--- src/rtl/afcc_pkg.sv ---
// ---------------------------------------------------------------------------
// afcc_pkg
// Shared types, constants and the CRC-8 helper for the ASCII frame checker.
// ---------------------------------------------------------------------------
package afcc_pkg;

   // Longest line before it is closed as overlong
   localparam int MAX_LINE = 64;
   localparam int LEN_W    = $clog2(MAX_LINE + 1);

   // Line queue between front and back
   localparam int QDEPTH  = 2;
   localparam int QPTR_W  = (QDEPTH > 1) ? $clog2(QDEPTH) : 1;
   localparam int QCNT_W  = $clog2(QDEPTH + 1);

   // Character codes
   localparam logic [7:0] CH_NUL   = 8'h00;
   localparam logic [7:0] CH_TAB   = 8'h09;
   localparam logic [7:0] CH_LF    = 8'h0A;
   localparam logic [7:0] CH_CR    = 8'h0D;
   localparam logic [7:0] CH_SPACE = 8'h20;
   localparam logic [7:0] CH_HASH  = 8'h23;
   localparam logic [7:0] CH_PLUS  = 8'h2B;
   localparam logic [7:0] CH_MINUS = 8'h2D;
   localparam logic [7:0] CH_ZERO  = 8'h30;
   localparam logic [7:0] CH_NINE  = 8'h39;

   // CRC-8 Dallas/Maxim, reflected polynomial
   localparam logic [7:0] CRC_POLY = 8'h8C;

   // Frame status codes
   localparam logic [1:0] ST_MATCH    = 2'd0;
   localparam logic [1:0] ST_MISMATCH = 2'd1;
   localparam logic [1:0] ST_MISSING  = 2'd2;

   // Position within the line
   typedef enum logic [5:0] {
      TOK_BEFORE  = 6'b000001,
      TOK_FIRST   = 6'b000010,
      TOK_BETWEEN = 6'b000100,
      TOK_SECOND  = 6'b001000,
      TOK_DONE    = 6'b010000,
      TOK_ENDED   = 6'b100000
   } tok_state_type;

   // Position within one number
   typedef enum logic [2:0] {
      NUM_SKIP   = 3'b001,
      NUM_DIGITS = 3'b010,
      NUM_STOP   = 3'b100
   } num_state_type;

   // One finished line, as sign and magnitude of both fields
   typedef struct packed {
      logic        first_neg;
      logic [31:0] first_mag;
      logic        second_neg;
      logic [31:0] second_mag;
      logic        both;
      logic        over;
   } line_rec_type;

   // CRC contribution of each single value bit, worked out at elaboration
   function automatic logic [31:0][7:0] crc_cols_init();
      logic [31:0][7:0] cols;
      logic [7:0]       crc;
      logic [31:0]      v;
      logic             fb;
      for (int k = 0; k < 32; k++) begin
         crc = 8'h00;
         v   = 32'h1 << k;
         for (int j = 0; j < 32; j++) begin
            fb  = crc[0] ^ v[j];
            crc = crc >> 1;
            if (fb) begin
               crc = crc ^ CRC_POLY;
            end
         end
         cols[k] = crc;
      end
      return cols;
   endfunction

   localparam logic [31:0][7:0] CRC_COLS = crc_cols_init();

   // CRC is linear: XOR together the columns of the set bits
   function automatic logic [7:0] crc8_of(logic [31:0] v);
      logic [7:0] crc;
      crc = 8'h00;
      for (int k = 0; k < 32; k++) begin
         if (v[k]) begin
            crc = crc ^ CRC_COLS[k];
         end
      end
      return crc;
   endfunction

endpackage

--- src/rtl/ascii_frame_crc8_checker_unit.sv ---
// ---------------------------------------------------------------------------
// ascii_frame_crc8_checker_unit
// Splits received characters into lines, parses the first two '#'-separated
// fields and checks the second against CRC-8 Maxim of the first.
// ---------------------------------------------------------------------------
//  channel | direction | handshake            | payload
//  req     | in        | req_valid/req_ready  | rx_byte
//  rsp     | out       | rsp_valid/rsp_ready  | encoder_value, computed_crc,
//          |           |                      | frame_status, overlong
//
//  One character is taken every cycle while the line queue has room; the
//  parser updates its state for each character. A line end pushes a record
//  into a two-entry queue; the checker signs, computes the CRC and registers
//  the result.
//  Reset is synchronous and clears all parse and handshake state.
//  req_ready drops only while the line queue is full; a stalled rsp side
//  fills the checker stages, then the queue.
// ---------------------------------------------------------------------------
module ascii_frame_crc8_checker_unit (
   input  logic               clock,
   input  logic               reset,
   input  logic               req_valid,
   output logic               req_ready,
   input  logic [7:0]         req_rx_byte,
   output logic               rsp_valid,
   input  logic               rsp_ready,
   output logic signed [31:0] rsp_encoder_value,
   output logic [7:0]         rsp_computed_crc,
   output logic [1:0]         rsp_frame_status,
   output logic               rsp_overlong
);

   logic                  q_full, q_push, q_pop, q_not_empty;
   afcc_pkg::line_rec_type push_rec, pop_rec;

   afcc_front u_front (
      .clock       (clock),
      .reset       (reset),
      .req_valid   (req_valid),
      .req_ready   (req_ready),
      .req_rx_byte (req_rx_byte),
      .q_full      (q_full),
      .q_push      (q_push),
      .q_rec       (push_rec)
   );

   afcc_queue u_queue (
      .clock     (clock),
      .reset     (reset),
      .push      (q_push),
      .push_rec  (push_rec),
      .full      (q_full),
      .pop       (q_pop),
      .not_empty (q_not_empty),
      .pop_rec   (pop_rec)
   );

   afcc_back u_back (
      .clock             (clock),
      .reset             (reset),
      .q_not_empty       (q_not_empty),
      .q_rec             (pop_rec),
      .q_pop             (q_pop),
      .rsp_valid         (rsp_valid),
      .rsp_ready         (rsp_ready),
      .rsp_encoder_value (rsp_encoder_value),
      .rsp_computed_crc  (rsp_computed_crc),
      .rsp_frame_status  (rsp_frame_status),
      .rsp_overlong      (rsp_overlong)
   );

   // Never push a line into a full queue
   a_no_overflow : assert property (@(posedge clock) disable iff (reset)
      q_push |-> !q_full)
      else $error("line record pushed into full queue");

   // Reported CRC always belongs to the reported value
   a_crc_consistent : assert property (@(posedge clock) disable iff (reset)
      rsp_valid |-> (rsp_computed_crc == afcc_pkg::crc8_of(rsp_encoder_value)))
      else $error("computed_crc does not match encoder_value");

   // A newline accepted with an empty back end shows up as a record next cycle
   a_line_queued : assert property (@(posedge clock) disable iff (reset)
      (req_valid && req_ready && (req_rx_byte == afcc_pkg::CH_LF)) |=> q_not_empty)
      else $error("newline did not produce a queued line");

endmodule

--- src/rtl/afcc_front.sv ---
// ---------------------------------------------------------------------------
// afcc_front
// Per-character line parser: splits fields on '#', parses the first two
// with atoi rules and pushes one line record at each line end.
// ---------------------------------------------------------------------------
module afcc_front (
   input  logic                  clock,
   input  logic                  reset,
   input  logic                  req_valid,
   output logic                  req_ready,
   input  logic [7:0]            req_rx_byte,
   input  logic                  q_full,
   output logic                  q_push,
   output afcc_pkg::line_rec_type q_rec
);

   logic [afcc_pkg::LEN_W-1:0] len_ff, len_in;
   afcc_pkg::tok_state_type    tok_ff, tok_in, tok_c, tok_b;
   afcc_pkg::num_state_type    num_ff, num_in, num_c;
   logic                       neg_ff, neg_in, neg_c, neg_b;
   logic [31:0]                acc_ff, acc_in, acc_c, acc_b;
   logic                       fneg_ff, fneg_in, fneg_c, fneg_b;
   logic [31:0]                fmag_ff, fmag_in, fmag_c, fmag_b;

   logic       is_ws, is_digit, is_sign, is_hash, is_nul, is_nl;
   logic       live, take, line_end;
   logic [7:0] c;

   // Classify the character
   always_comb begin
      c        = req_rx_byte;
      is_ws    = (c == afcc_pkg::CH_SPACE) ||
                 ((c >= afcc_pkg::CH_TAB) && (c <= afcc_pkg::CH_CR));
      is_digit = (c >= afcc_pkg::CH_ZERO) && (c <= afcc_pkg::CH_NINE);
      is_sign  = (c == afcc_pkg::CH_PLUS) || (c == afcc_pkg::CH_MINUS);
      is_hash  = (c == afcc_pkg::CH_HASH);
      is_nul   = (c == afcc_pkg::CH_NUL);
      is_nl    = (c == afcc_pkg::CH_LF);
   end

   // Apply one content character to the parse state
   always_comb begin
      tok_c  = tok_ff;
      num_c  = num_ff;
      neg_c  = neg_ff;
      acc_c  = acc_ff;
      fneg_c = fneg_ff;
      fmag_c = fmag_ff;
      live   = (tok_ff != afcc_pkg::TOK_DONE) && (tok_ff != afcc_pkg::TOK_ENDED);
      if (live) begin
         if (is_nul) begin
            // end of content: close whatever field is open
            if (tok_ff == afcc_pkg::TOK_FIRST) begin
               fneg_c = neg_ff;
               fmag_c = acc_ff;
               tok_c  = afcc_pkg::TOK_ENDED;
            end else if (tok_ff == afcc_pkg::TOK_SECOND) begin
               tok_c = afcc_pkg::TOK_DONE;
            end else begin
               tok_c = afcc_pkg::TOK_ENDED;
            end
         end else if (is_hash) begin
            if (tok_ff == afcc_pkg::TOK_FIRST) begin
               fneg_c = neg_ff;
               fmag_c = acc_ff;
               tok_c  = afcc_pkg::TOK_BETWEEN;
            end else if (tok_ff == afcc_pkg::TOK_SECOND) begin
               tok_c = afcc_pkg::TOK_DONE;
            end
         end else begin
            // open a new field on its first character
            if (tok_ff == afcc_pkg::TOK_BEFORE || tok_ff == afcc_pkg::TOK_BETWEEN) begin
               num_c = afcc_pkg::NUM_SKIP;
               neg_c = 1'b0;
               acc_c = 32'h0;
               tok_c = (tok_ff == afcc_pkg::TOK_BEFORE) ? afcc_pkg::TOK_FIRST
                                                        : afcc_pkg::TOK_SECOND;
            end
            if (num_c == afcc_pkg::NUM_SKIP && is_ws) begin
               // leading whitespace: hold
            end else if (num_c == afcc_pkg::NUM_SKIP && is_sign) begin
               neg_c = (c == afcc_pkg::CH_MINUS);
               num_c = afcc_pkg::NUM_DIGITS;
            end else if (num_c != afcc_pkg::NUM_STOP && is_digit) begin
               acc_c = (acc_c << 3) + (acc_c << 1) + {28'h0, c[3:0]};
               num_c = afcc_pkg::NUM_DIGITS;
            end else begin
               num_c = afcc_pkg::NUM_STOP;
            end
         end
      end
   end

   // Build the line record from the state the line closes on
   always_comb begin
      line_end = is_nl || (len_ff == afcc_pkg::LEN_W'(afcc_pkg::MAX_LINE));
      tok_b    = is_nl ? tok_ff  : tok_c;
      neg_b    = is_nl ? neg_ff  : neg_c;
      acc_b    = is_nl ? acc_ff  : acc_c;
      fneg_b   = is_nl ? fneg_ff : fneg_c;
      fmag_b   = is_nl ? fmag_ff : fmag_c;
      q_rec.first_neg  = (tok_b == afcc_pkg::TOK_FIRST) ? neg_b : fneg_b;
      q_rec.first_mag  = (tok_b == afcc_pkg::TOK_FIRST) ? acc_b : fmag_b;
      q_rec.second_neg = neg_b;
      q_rec.second_mag = acc_b;
      q_rec.both       = (tok_b == afcc_pkg::TOK_SECOND) || (tok_b == afcc_pkg::TOK_DONE);
      q_rec.over       = !is_nl;
   end

   assign req_ready = !q_full;
   assign take      = req_valid && req_ready;
   assign q_push    = take && line_end;

   // Advance or restart the line
   always_comb begin
      len_in  = len_ff;
      tok_in  = tok_ff;
      num_in  = num_ff;
      neg_in  = neg_ff;
      acc_in  = acc_ff;
      fneg_in = fneg_ff;
      fmag_in = fmag_ff;
      if (take) begin
         if (line_end) begin
            len_in  = '0;
            tok_in  = afcc_pkg::TOK_BEFORE;
            num_in  = afcc_pkg::NUM_SKIP;
            neg_in  = 1'b0;
            acc_in  = 32'h0;
            fneg_in = 1'b0;
            fmag_in = 32'h0;
         end else begin
            len_in  = len_ff + 1'b1;
            tok_in  = tok_c;
            num_in  = num_c;
            neg_in  = neg_c;
            acc_in  = acc_c;
            fneg_in = fneg_c;
            fmag_in = fmag_c;
         end
      end
   end

   always_ff @(posedge clock) begin
      if (reset) begin
         len_ff  <= '0;
         tok_ff  <= afcc_pkg::TOK_BEFORE;
         num_ff  <= afcc_pkg::NUM_SKIP;
         neg_ff  <= 1'b0;
         acc_ff  <= 32'h0;
         fneg_ff <= 1'b0;
         fmag_ff <= 32'h0;
      end else begin
         len_ff  <= len_in;
         tok_ff  <= tok_in;
         num_ff  <= num_in;
         neg_ff  <= neg_in;
         acc_ff  <= acc_in;
         fneg_ff <= fneg_in;
         fmag_ff <= fmag_in;
      end
   end

endmodule

--- src/rtl/afcc_queue.sv ---
// ---------------------------------------------------------------------------
// afcc_queue
// Short FIFO of finished line records between the parser and the checker.
// ---------------------------------------------------------------------------
module afcc_queue (
   input  logic                  clock,
   input  logic                  reset,
   input  logic                  push,
   input  afcc_pkg::line_rec_type push_rec,
   output logic                  full,
   input  logic                  pop,
   output logic                  not_empty,
   output afcc_pkg::line_rec_type pop_rec
);

   afcc_pkg::line_rec_type              mem_ff [afcc_pkg::QDEPTH];
   logic [afcc_pkg::QPTR_W-1:0]         wr_ff, wr_in, rd_ff, rd_in;
   logic [afcc_pkg::QCNT_W-1:0]         cnt_ff, cnt_in;
   logic                                do_push, do_pop;

   assign full      = (cnt_ff == afcc_pkg::QCNT_W'(afcc_pkg::QDEPTH));
   assign not_empty = (cnt_ff != '0);
   assign pop_rec   = mem_ff[rd_ff];
   assign do_push   = push && !full;
   assign do_pop    = pop && not_empty;

   // Move pointers and fill count
   always_comb begin
      wr_in  = wr_ff;
      rd_in  = rd_ff;
      cnt_in = cnt_ff;
      if (do_push) begin
         wr_in = (wr_ff == afcc_pkg::QPTR_W'(afcc_pkg::QDEPTH - 1)) ? '0 : wr_ff + 1'b1;
      end
      if (do_pop) begin
         rd_in = (rd_ff == afcc_pkg::QPTR_W'(afcc_pkg::QDEPTH - 1)) ? '0 : rd_ff + 1'b1;
      end
      if (do_push && !do_pop) begin
         cnt_in = cnt_ff + 1'b1;
      end else if (do_pop && !do_push) begin
         cnt_in = cnt_ff - 1'b1;
      end
   end

   always_ff @(posedge clock) begin
      if (reset) begin
         wr_ff  <= '0;
         rd_ff  <= '0;
         cnt_ff <= '0;
      end else begin
         wr_ff  <= wr_in;
         rd_ff  <= rd_in;
         cnt_ff <= cnt_in;
      end
   end

   // Store the record
   always_ff @(posedge clock) begin
      if (do_push) begin
         mem_ff[wr_ff] <= push_rec;
      end
   end

endmodule

--- src/rtl/afcc_back.sv ---
// ---------------------------------------------------------------------------
// afcc_back
// Line checker: signs the field values, computes CRC-8 Maxim of the first
// and compares it with the second, through a two-stage pipeline.
// ---------------------------------------------------------------------------
module afcc_back (
   input  logic                  clock,
   input  logic                  reset,
   input  logic                  q_not_empty,
   input  afcc_pkg::line_rec_type q_rec,
   output logic                  q_pop,
   output logic                  rsp_valid,
   input  logic                  rsp_ready,
   output logic signed [31:0]    rsp_encoder_value,
   output logic [7:0]            rsp_computed_crc,
   output logic [1:0]            rsp_frame_status,
   output logic                  rsp_overlong
);

   logic        s1_v_ff, s1_v_in;
   logic [31:0] s1_first_ff, s1_second_ff;
   logic        s1_both_ff, s1_over_ff;
   logic        out_v_ff, out_v_in;
   logic [31:0] out_value_ff;
   logic [7:0]  out_crc_ff, crc;
   logic [1:0]  out_status_ff, status;
   logic        out_over_ff;
   logic        out_free, s1_move, s1_free;

   assign out_free = !out_v_ff || rsp_ready;
   assign s1_move  = s1_v_ff && out_free;
   assign s1_free  = !s1_v_ff || out_free;
   assign q_pop    = q_not_empty && s1_free;

   always_comb begin
      s1_v_in  = q_pop ? 1'b1 : (s1_move ? 1'b0 : s1_v_ff);
      out_v_in = s1_move ? 1'b1 : ((out_v_ff && rsp_ready) ? 1'b0 : out_v_ff);
   end

   // Compute the CRC and compare with the second field
   always_comb begin
      crc = afcc_pkg::crc8_of(s1_first_ff);
      if (!s1_both_ff) begin
         status = afcc_pkg::ST_MISSING;
      end else if (s1_second_ff == {24'h0, crc}) begin
         status = afcc_pkg::ST_MATCH;
      end else begin
         status = afcc_pkg::ST_MISMATCH;
      end
   end

   always_ff @(posedge clock) begin
      if (reset) begin
         s1_v_ff  <= 1'b0;
         out_v_ff <= 1'b0;
      end else begin
         s1_v_ff  <= s1_v_in;
         out_v_ff <= out_v_in;
      end
   end

   // Stage one: apply the signs
   always_ff @(posedge clock) begin
      if (q_pop) begin
         s1_first_ff  <= q_rec.first_neg ? (32'h0 - q_rec.first_mag) : q_rec.first_mag;
         s1_second_ff <= q_rec.second_neg ? (32'h0 - q_rec.second_mag) : q_rec.second_mag;
         s1_both_ff   <= q_rec.both;
         s1_over_ff   <= q_rec.over;
      end
   end

   // Stage two: hold the result until taken
   always_ff @(posedge clock) begin
      if (s1_move) begin
         out_value_ff  <= s1_first_ff;
         out_crc_ff    <= crc;
         out_status_ff <= status;
         out_over_ff   <= s1_over_ff;
      end
   end

   assign rsp_valid         = out_v_ff;
   assign rsp_encoder_value = out_value_ff;
   assign rsp_computed_crc  = out_crc_ff;
   assign rsp_frame_status  = out_status_ff;
   assign rsp_overlong      = out_over_ff;

endmodule

--- config.mk ---
export PLATFORM = sky130hd
export DESIGN_NAME = ascii_frame_crc8_checker_unit
export DESIGN_NICKNAME = d
export VERILOG_FILES = /design/src/rtl/afcc_pkg.sv /design/src/rtl/ascii_frame_crc8_checker_unit.sv /design/src/rtl/afcc_front.sv /design/src/rtl/afcc_queue.sv /design/src/rtl/afcc_back.sv
export SDC_FILE = /design/constraint.sdc
export NUM_CORES = 1
export LEC_CHECK = 0
export BUFFER_PORTS_ARGS = -buffer_cell sky130_fd_sc_hd__buf_2
export CORE_MARGIN = 10
export CORE_UTILIZATION = 48
export CTS_BUF_LIST = sky130_fd_sc_hd__clkbuf_4
export DETAILED_ROUTE_END_ITERATION = 12
export PLACE_DENSITY = 0.7
export SETUP_SLACK_MARGIN = 0.5
export SLEW_MARGIN = 15
export SYNTH_ARGS = -nofsm -noshare
export SYNTH_HDL_FRONTEND = slang
export SYNTH_SLANG_ARGS = --single-unit
export TNS_END_PERCENT = 30
--- constraint.sdc ---
create_clock -name clock -period 18.05 [get_ports clock]
set_input_delay 1.805 -clock clock [delete_from_list [all_inputs] [get_ports clock]]
set_output_delay 1.805 -clock clock [all_outputs]
set_load 0.005 [all_outputs]
**After elaboration in Yosys (flattened, before gate mapping)**

Memory sizes are Yosys's and may differ from the RTL's. A register that Yosys moved wholly into a read port is not among the register bits.
Index checks and enable logic that the tools add are counted.

- $add $sub $neg: 9
- $lt $le $gt $ge: 4
- Equal/unequal tests: 21
- Multiplexer cells: 104
- Bitwise operators: 31
- Reductions and logical operators: 35

Operators with widths:

| kind | number |
|---|---|
| 32-bit two-way mux | 21 |
| 8-bit two-way mux | 15 |
| 6-bit two-way mux | 16 |
| 1-bit by 32-bit subtractor with 32-bit output (first input constant) | 2 |
| 7-bit two-way mux | 9 |
| 5-bit NOT | 12 |
| 3-bit NOT | 19 |
| 3-bit two-way mux | 12 |
| 32-bit adder | 1 |
| 32-bit by 4-bit adder with 32-bit output | 1 |
| 32-bit by 8-bit equality test with 1-bit output | 1 |
| 8-bit by 6-bit equality test with 1-bit output (second input constant) | 4 |
| 1-bit two-way mux | 26 |
| 1-bit logical AND | 15 |
| 6-bit by 2-bit equality test with 1-bit output (second input constant) | 2 |
| 6-bit by 4-bit equality test with 1-bit output (second input constant) | 2 |
| 2-bit nonzero test | 5 |
| 8-bit by 4-bit equality test with 1-bit output (second input constant) | 1 |
| 8-bit by 4-bit greater-or-equal comparator with 1-bit output (second input constant) | 1 |
| 8-bit by 6-bit greater-or-equal comparator with 1-bit output (second input constant) | 1 |
| 8-bit by 4-bit less-or-equal comparator with 1-bit output (second input constant) | 1 |
| 8-bit by 6-bit less-or-equal comparator with 1-bit output (second input constant) | 1 |
| 8-bit logical NOT | 1 |
| 4-bit two-way mux | 2 |
| other kinds (19) | 33 |

- Register bits: 197
- RAM bits: 136
- Input bits: 12
- Output and inout bits: 45
- Logic and storage cells: 225
- Memories: 1

Memory list:

| name | depth | bits a word | read ports | clocked after Yosys merged registers in | wr ports | RTL line | text |
|---|---|---|---|---|---|---|---|
| u_queue.mem_ff | 2 | 68 | 1 | 1 | 1 | afcc_queue.sv:16 | `afcc_pkg::line_rec_type mem_ff [afcc_pkg::QDEPTH];` |

**Longest topological paths before layout**

Gate-level depths: netlist of run 1.

- Word-level depth: 65
- Mapped depth: 18
- Mapped depth without buffers: 15

**Hierarchy**

From an unflattened synthesis of run 1, not the netlist that was laid out.

- Cells, all modules: 1574
- Area total of the unflattened synthesis: 17855.9 µm²

By module, submodules not included:

| module | times used | cells an instance | area each (µm²) | seq. area each (µm²) |
|---|---|---|---|---|
| afcc_front | 1 | 946 | 7064.3 | 1641.6 |
| afcc_back | 1 | 391 | 5587.9 | 3313.2 |
| afcc_queue | 1 | 237 | 5203.7 | 4184.0 |

**Worst setup path before layout of run 1**

No wires, ideal clock.

- Path kind: input to register
- Start: input req_rx_byte[5]
- End: memory u_queue.mem_ff[0][0] (netlist name) (enable)
- Setup time: 578 ps
- Data arrival time: 7795 ps
- Data required time: 17472 ps
- Path slack: 9677 ps
- Cell stages on the path: 8
- Path buffers: 3
- Path through: nor4_2 -> and4_1 -> buf_2 -> inv_2 -> buf_2 -> and2_1 -> clkbuf_1 -> nor3_1

- Cells in the longest elaborated chain, start to end: 6

Ends and longest elaborated chain:

| what | RTL line | text |
|---|---|---|
| from (decl) | ascii_frame_crc8_checker_unit.sv:24 | `input logic [7:0] req_rx_byte,` |
| 8-bit by 4-bit equality test with 1-bit output | afcc_front.sv:38 | `is_nl = (c == afcc_pkg::CH_LF);` |
| 1-bit logical OR | afcc_front.sv:96 | `line_end = is_nl \|\| (len_ff == afcc_pkg::LEN_W'(afcc_pkg::MAX_LINE));` |
| 1-bit logical AND | afcc_front.sv:112 | `assign q_push = take && line_end;` |
| 1-bit logical AND | afcc_queue.sv:24 | `assign do_push = push && !full;` |
| 1-bit two-way mux | afcc_queue.sv:59 | `if (do_push) begin` |
| 1-bit two-way mux (implied by the code) | afcc_queue.sv:60 | `mem_ff[wr_ff] <= push_rec;` |
| to (decl) | afcc_queue.sv:16 |  |

No other way between the ends.

==> results of run 1 <==
==> power by group <==
group	leakage (uW)	switching, uW	total, uW	internal, uW
clock network	0.000701	309	687	379
logic	0.00340	569	967	398
registers	0.00302	76.8	1090	1010
total	0.00712	955	2750	1790
==> cell families (layout without fill, tap and decap cells) <==
family / Yosys count / after routing / share of synthesized area
simple gates: 498 / 498 / 0.135
compound gates: 386 / 386 / 0.146
flops: 334 / 334 / 0.520
xor+xnor: 184 / 184 / 0.0917
buf+inv: 106 / 253 / 0.0265
mux: 69 / 69 / 0.0401
fa+ha+maj: 56 / 56 / 0.0403
other cells: 0 / 1 / 0
==> per-stage QoR <==
step	power (uW)	hold slack (ps)	setup slack (ps)
after floorplan	1850	400	9680
after global placement	2060	410	12780
after detailed placement	2080	421	12640
after CTS	2770	440	13270
after global routing	2920	441	12910
final	2750	434	13270
==> metal layers <==
metal | wire, microns | vias to the layer above | track usage
met3 | 2820 | 84 | 0.0396
met5 | 18 | - | 0
li1 | - | 6257 | -
met2 | 18700 | 422 | 0.289
met1 | 18800 | 6004 | 0.247
met4 | 1590 | 2 | 0.0950
==> how the worst max path moves through the flow <==
| stage | depth (start not counted) | endpoint | from |
|---|---|---|---|
| 2_1_floorplan | 8 | u_queue.mem_ff[0][0]$_DFFE_PP_ | req_rx_byte[5] |
| 3_3_place_gp | 13 | u_queue.mem_ff[0][32]$_DFFE_PP_ | req_rx_byte[2] |
| 3_5_place_dp | 13 | u_queue.mem_ff[0][32]$_DFFE_PP_ | req_rx_byte[2] |
| 4_1_cts | 16 | u_queue.mem_ff[1][32]$_DFFE_PP_ | u_front.tok_ff[1]$_SDFFE_PP0P_ |
| 5_1_grt | 16 | u_queue.mem_ff[1][32]$_DFFE_PP_ | u_front.tok_ff[1]$_SDFFE_PP0P_ |
| 6_report | 16 | u_queue.mem_ff[0][63]$_DFFE_PP_ | u_front.tok_ff[1]$_SDFFE_PP0P_ |
==> worst max-delay path, cell delays in order (launching register included) <==
cell and delay [ps]:
dfxtp_1 390, nor4_1 340, nand2_1 160, buf_4 270, and2_1 240, ha_1 280
ha_1 230, fa_1 410, a21oi_1 250, o211ai_1 200, nand3_1 140, nand2_1 120
a41oi_1 420, nor2_1 110, a311oi_1 670, o22ai_1 190, nor2_1 170
==> sequential cells by signal, indices dropped and copies added, names as in the netlist, 2 cells and up, named ones only <==
signal	cells
u_queue.mem_ff	136
u_back.rsp_encoder_value	32
u_back.s1_first_ff	32
u_back.s1_second_ff	32
u_front.acc_ff	32
u_front.fmag_ff	32
u_back.rsp_computed_crc	8
u_front.len_ff	7
u_front.tok_ff	6
u_front.num_ff	3
u_back.rsp_frame_status	2
u_queue.cnt_ff	2
==> cell type report <==
class | count | share of cell area
antenna | 1 | 0.000129
clock buffer | 133 | 0.0514
clock inverter | 25 | 0.00922
inverter | 21 | 0.00406
multi-input combinational | 1193 | 0.412
sequential | 334 | 0.471
tap | 468 | 0.0302
timing repair buffer | 74 | 0.0220
==> cells in the mapped netlist (5+ instances only) <==
cell | n | area share
mux2_2 | 12 | 0.0077
xor2_1 | 63 | 0.031
nor2b_1 | 8 | 0.0028
a22o_1 | 13 | 0.0065
clkbuf_1 | 53 | 0.011
a41oi_1 | 5 | 0.0025
nor3b_1 | 13 | 0.0056
xnor2_1 | 121 | 0.060
mux2i_1 | 57 | 0.032
a22oi_1 | 59 | 0.025
nand4_1 | 7 | 0.0025
a32oi_1 | 6 | 0.0030
dfxtp_1 | 89 | 0.10
nor2_1 | 187 | 0.040
o31ai_1 | 7 | 0.0030
a21o_1 | 24 | 0.010
and3_1 | 16 | 0.0057
nand2_1 | 113 | 0.024
inv_1 | 19 | 0.0041
o32ai_1 | 14 | 0.0070
o21a_1 | 7 | 0.0030
a211oi_1 | 5 | 0.0021
buf_6 | 6 | 0.0038
nand3_1 | 18 | 0.0051
o32a_1 | 13 | 0.0074
o22ai_1 | 11 | 0.0039
o21ai_0 | 98 | 0.028
and2_1 | 33 | 0.012
a21oi_1 | 68 | 0.019
a31oi_1 | 13 | 0.0046
edfxtp_1 | 245 | 0.42
nor3_1 | 33 | 0.0094
nor4_1 | 17 | 0.0060
ha_1 | 55 | 0.039
o221ai_1 | 6 | 0.0030
nand2b_1 | 30 | 0.011
o21ai_1 | 7 | 0.0020
buf_2 | 17 | 0.0048
buf_1 | 8 | 0.0017
==> impl_metrics.csv, run 1 <==
group,metric,value,unit
outcome,status,"finished clean",
synth,async_flop_share,0,
job,drv_cap,0,
floorplanning,die_w,211,microns
sta,setup_violations,0,
cells_and_area,fin_cells,2249,
worst_hold_path,hp-start,"u_back.s1_over_ff$_DFFE_PP_",
sta,max_slew.worst_pin.slew,998,ps
floorplanning,die_height,211,microns
sta,fin_crit,4780,ps
global_route,grt_max_degree,79,
floorplanning,start_util,0.484,
cts,cts-root-buf,"clkbuf_4",
critical_path,worst_setup_path_end_kind,"flop",
cells_and_area,final_core_util,0.534,
drt,vias_per_cell,5.68,
power,p_leak,0.00712,uW
worst_hold_path,min_to,"u_back.rsp_overlong$_DFFE_PP_",
place,dpl.cell_count,2089,
critical_path,startpoint_type,"flop",
floorplanning,core_area,36300,sq um
synth,ys.flop_type,"edfxtp_1",
synth,ys_types,77,
cells_and_area,fill_cells,3165,
global_route,overflow,0,
cells_and_area,multi_input_area,7990,sq um
floorplanning,die_area,44700,sq um
cells_and_area,final_nets,1781,
sta,fmax,0.209,GHz
floorplanning,ios,57,
drt,vias,12800,
worst_hold_path,whs_path_depth,0,
place,hpwl,30500,microns
critical_path,r2r-end,"u_queue.mem_ff[0][63]$_DFFE_PP_",
cells_and_area,final_cell_mix,"245 x edfxtp_1, 187 x nor2_1, 133 x clkbuf_4",
sta,maxSlewHeadroom,0.334,
floorplanning,rows,70,
global_route,antenna_found_initial,2,
synth,syn_avg_cell_area,10.8,sq um
synth,yosysSeqAreaShare,0.520,
worst_hold_path,hp-class,"reg -> reg",
sta,slew_viol_final,0,
drt,dr.pass1.iters,5,
sta,tns,0,ps
place,numPortBuffers,56,
cts,cts_sinks,334,
cts,clock_latency,760,ps
critical_path,cp.required,18630,ps
cts,htree_levels,3,
synth,synth-seq-cells,334,
cts,cts_setup_buffers,0,
critical_path,worstPathMaxFanout,37,
cts,clk_pin_slew,60,ps
cts,postCtsHoldBufs,0,
sta,hold_viol_final,0,
cells_and_area,seqCellArea,9140,sq um
sta,rsz0062_at_grt,"no",
drt,wirelength,42000,microns
drt,drt_iter0_drc,992,
sta,finClkSkew,36.6,ps
synth,synth-edff-count,245,
critical_path,setup.worst_path.class,"reg -> reg",
global_route,grt_pass1_wl,66500,microns
place,routabilityCongestion,0.904,
synth,syn_inst,1633,
cells_and_area,final_common_cell,"edfxtp_1",
synth,synth_nets,1701,
cells_and_area,syn_to_final_growth,10.4,%
cells_and_area,finalInstanceArea,19400,sq um
cts,postCtsResizedCells,0,
critical_path,r2r_slack,13270,ps
drt,drc,0,
drt,drtAntennaViolNets,0,
critical_path,worstRegToRegCells,16,
sta,min_period_over_period,0.265,
critical_path,worstReg2RegStart,"u_front.tok_ff[1]$_SDFFE_PP0P_",
cts,cts_made_buffers,89,
critical_path,worstPathArrival,5370,ps
power,powerDensity,141,nW/um^2
global_route,grtUsageTotal,0.188,
drt,wl_per_cell,18.7,microns
global_route,grt_pass1_vias,12300,
power,peakVddDrop,95.3,uV
synth,yosys_warnings,0,
place,place_area,18200,sq um
cts,cts_buffer_depth,3,
cts,cts_tree,"done",
synth,syn_area,17600,sq um
cells_and_area,drive_above_1_share,0.139,
Power figures use the tool's default switching activity.
==> run 2, diff against run 1 <==
--- a/config.mk
+++ b/config.mk
@@ -10,7 +10,7 @@
 export CORE_UTILIZATION = 48
 export CTS_BUF_LIST = sky130_fd_sc_hd__clkbuf_4
 export DETAILED_ROUTE_END_ITERATION = 12
-export PLACE_DENSITY = 0.7
+export PLACE_DENSITY = 0.73
 export SETUP_SLACK_MARGIN = 0.5
 export SLEW_MARGIN = 15
 export SYNTH_ARGS = -nofsm -noshare
==> constraint.sdc (replaced) <==
create_clock -name clock -period 3.8 [get_ports clock]
set_input_delay 0.38 -clock clock [delete_from_list [all_inputs] [get_ports clock]]
set_output_delay 0.38 -clock clock [all_outputs]
set_load 0.005 [all_outputs]
==> run 2 against run 1 <==
  * Register-to-register slack worse by 13000 ps
  * Worst setup slack worse by 13000 ps
  * Maximum frequency rose by 28%
  * First-iteration DRC count is 0.81% lower
  * Power rose to 4.8 times the previous value
  * Clock skew grew 28 ps
  * Critical path depth up 1
  * Sequential power rose to 4.7 times the previous value
  * Critical endpoint is now u_queue.mem_ff[0][59]$_DFFE_PP_
  * Largest power group unchanged
  * Highest routed layer unchanged
==> impl_metrics.csv, run 2 (synthesis gave the netlist of run 1 again) <==
group,metric,value,unit
outcome,status,"finished clean",
cts,cts_sinks,334,
drt,dr.pass1.iters,5,
global_route,grt_max_degree,78,
cts,htree_levels,3,
sta,slew_viol_final,0,
sta,rsz0062_at_grt,"yes",
floorplanning,ios,57,
power,p_leak,0.00763,uW
sta,fmax,0.268,GHz
critical_path,startpoint_type,"flop",
sta,hold_viol_final,0,
sta,maxSlewHeadroom,0.353,
cells_and_area,final_nets,1860,
drt,vias_per_cell,5.68,
cts,cts-root-buf,"clkbuf_4",
global_route,overflow,0,
sta,min_period_over_period,0.980,
drt,drt_iter0_drc,984,
critical_path,setup.worst_path.class,"reg -> reg",
cells_and_area,regMostFlops,"u_queue.mem_ff",
place,routabilityCongestion,0.901,
cts,cts_made_buffers,85,
place,hpwl,31100,microns
floorplanning,die_area,44700,sq um
floorplanning,die_height,211,microns
power,powerDensity,634,nW/um^2
drt,drtAntennaViolNets,0,
drt,wl_per_cell,18.5,microns
floorplanning,rows,70,
cells_and_area,seqCellArea,9150,sq um
cts,cts_buffer_depth,3,
drt,drc,0,
floorplanning,start_util,0.484,
global_route,grt_pass1_wl,66700,microns
cts,cts_tree,"done",
critical_path,worstPathArrival,4320,ps
cells_and_area,final_common_cell,"edfxtp_1",
drt,vias,13200,
cells_and_area,final_cell_mix,"245 x edfxtp_1, 184 x nor2_1, 127 x clkbuf_4",
cells_and_area,drive_above_1_share,0.227,
cells_and_area,fill_cells,3050,
global_route,grt_pass1_vias,12800,
cells_and_area,multi_input_area,8630,sq um
cells_and_area,largest_reg_flops,136,
sta,setup_violations,0,
critical_path,cp.required,4400,ps
critical_path,worstPathMaxFanout,34,
power,power,13100,uW
critical_path,worst_setup_path_end_kind,"flop",
sta,fin_crit,3720,ps
drt,wirelength,42900,microns
floorplanning,die_w,211,microns
job,drv_cap,0,
worst_hold_path,hp-class,"in -> reg",
power,peakVddDrop,390,uV
sta,finClkSkew,64.5,ps
cts,clk_pin_slew,60,ps
place,numPortBuffers,56,
sta,max_slew.worst_pin.slew,968,ps
floorplanning,core_area,36300,sq um
global_route,antenna_found_initial,2,
cells_and_area,final_core_util,0.568,
cells_and_area,syn_to_final_growth,17.4,%
global_route,grtUsageTotal,0.186,
cts,clock_latency,760,ps
==> run 2: layout make-up <==
cell class | instances | share of cell area
repair buffers | 157 | 0.0545
flip-flops and latches | 334 | 0.443
clock inverters | 22 | 0.00594
clock buffers | 127 | 0.0462
well taps | 468 | 0.0284
multi-input cells | 1193 | 0.418
inverters | 21 | 0.00394
diodes | 1 | 0.000121
==> run 2: where the power goes <==
part | leakage, uW | internal, uW | total [uW] | switching, uW
Clock | 0.000652 | 1590 | 3020 | 1420
Combinational | 0.00397 | 2100 | 4920 | 2830
Sequential | 0.00302 | 4820 | 5150 | 333
Total | 0.00763 | 8510 | 13100 | 4580
==> run 2: per-stage QoR <==
step	setup slack, ps	TNS [ps]	std cells	instance area, sq um	hold WS (ps)
after floorplan	106	0	1633	17800	400
after global placement	-14.0	-28.0	2159	18900	407
after detailed placement	-66.1	-336	2159	18900	412
after CTS	99.3	0	2315	20200	1.03
after global routing	-51.4	-338	2323	20600	35.6
final	75.5	0	2323	20600	48.4
==> run 2: worst paths after layout <==
| path | start | to | slack (ps) | cells after the start |
|---|---|---|---|---|
| hold / removal | reset | u_front.num_ff[0]$_SDFFE_PP1P_ | 50 | 3 |
| setup reg to reg | u_front.tok_ff[4]$_SDFFE_PP0P_ | u_queue.mem_ff[0][59]$_DFFE_PP_ | 80 | 17 |
| hold reg to reg | u_back.s1_over_ff$_DFFE_PP_ | u_back.rsp_overlong$_DFFE_PP_ | 420 | 0 |
| setup / recovery | u_front.tok_ff[4]$_SDFFE_PP0P_ | u_queue.mem_ff[0][59]$_DFFE_PP_ | 80 | 17 |
==> run 2: layer usage <==
layer,GRT usage,share of wire,up-vias
met5,0,0.00030,-
met3,0.0364,0.057,81
met4,0.0669,0.024,2
li1,-,-,6394
met1,0.235,0.44,6318
met2,0.311,0.48,408
==> run 2: what timing repair did <==
item	in CTS	in global routing
endpoints found under the setup margin	104	139
setup buffers	5	7
pin swaps	13	28
hold endpoints to repair	3	0
hold buffers	2	0
resized for setup	35	79
==> run 2: worst max-delay path, stage by stage, from the launching register on <==
cell and delay [ps]:
dfxtp_2 330, nor4_4 290, nand2_2 120, buf_12 170
and2_4 180, ha_4 210, ha_4 160, fa_2 380
a21oi_2 180, o211ai_1 140, nand3_2 150, a21o_1 220
a31oi_2 120, a31oi_2 300, xnor2_2 170, nand2_2 120
a21oi_4 190, buf_6 120
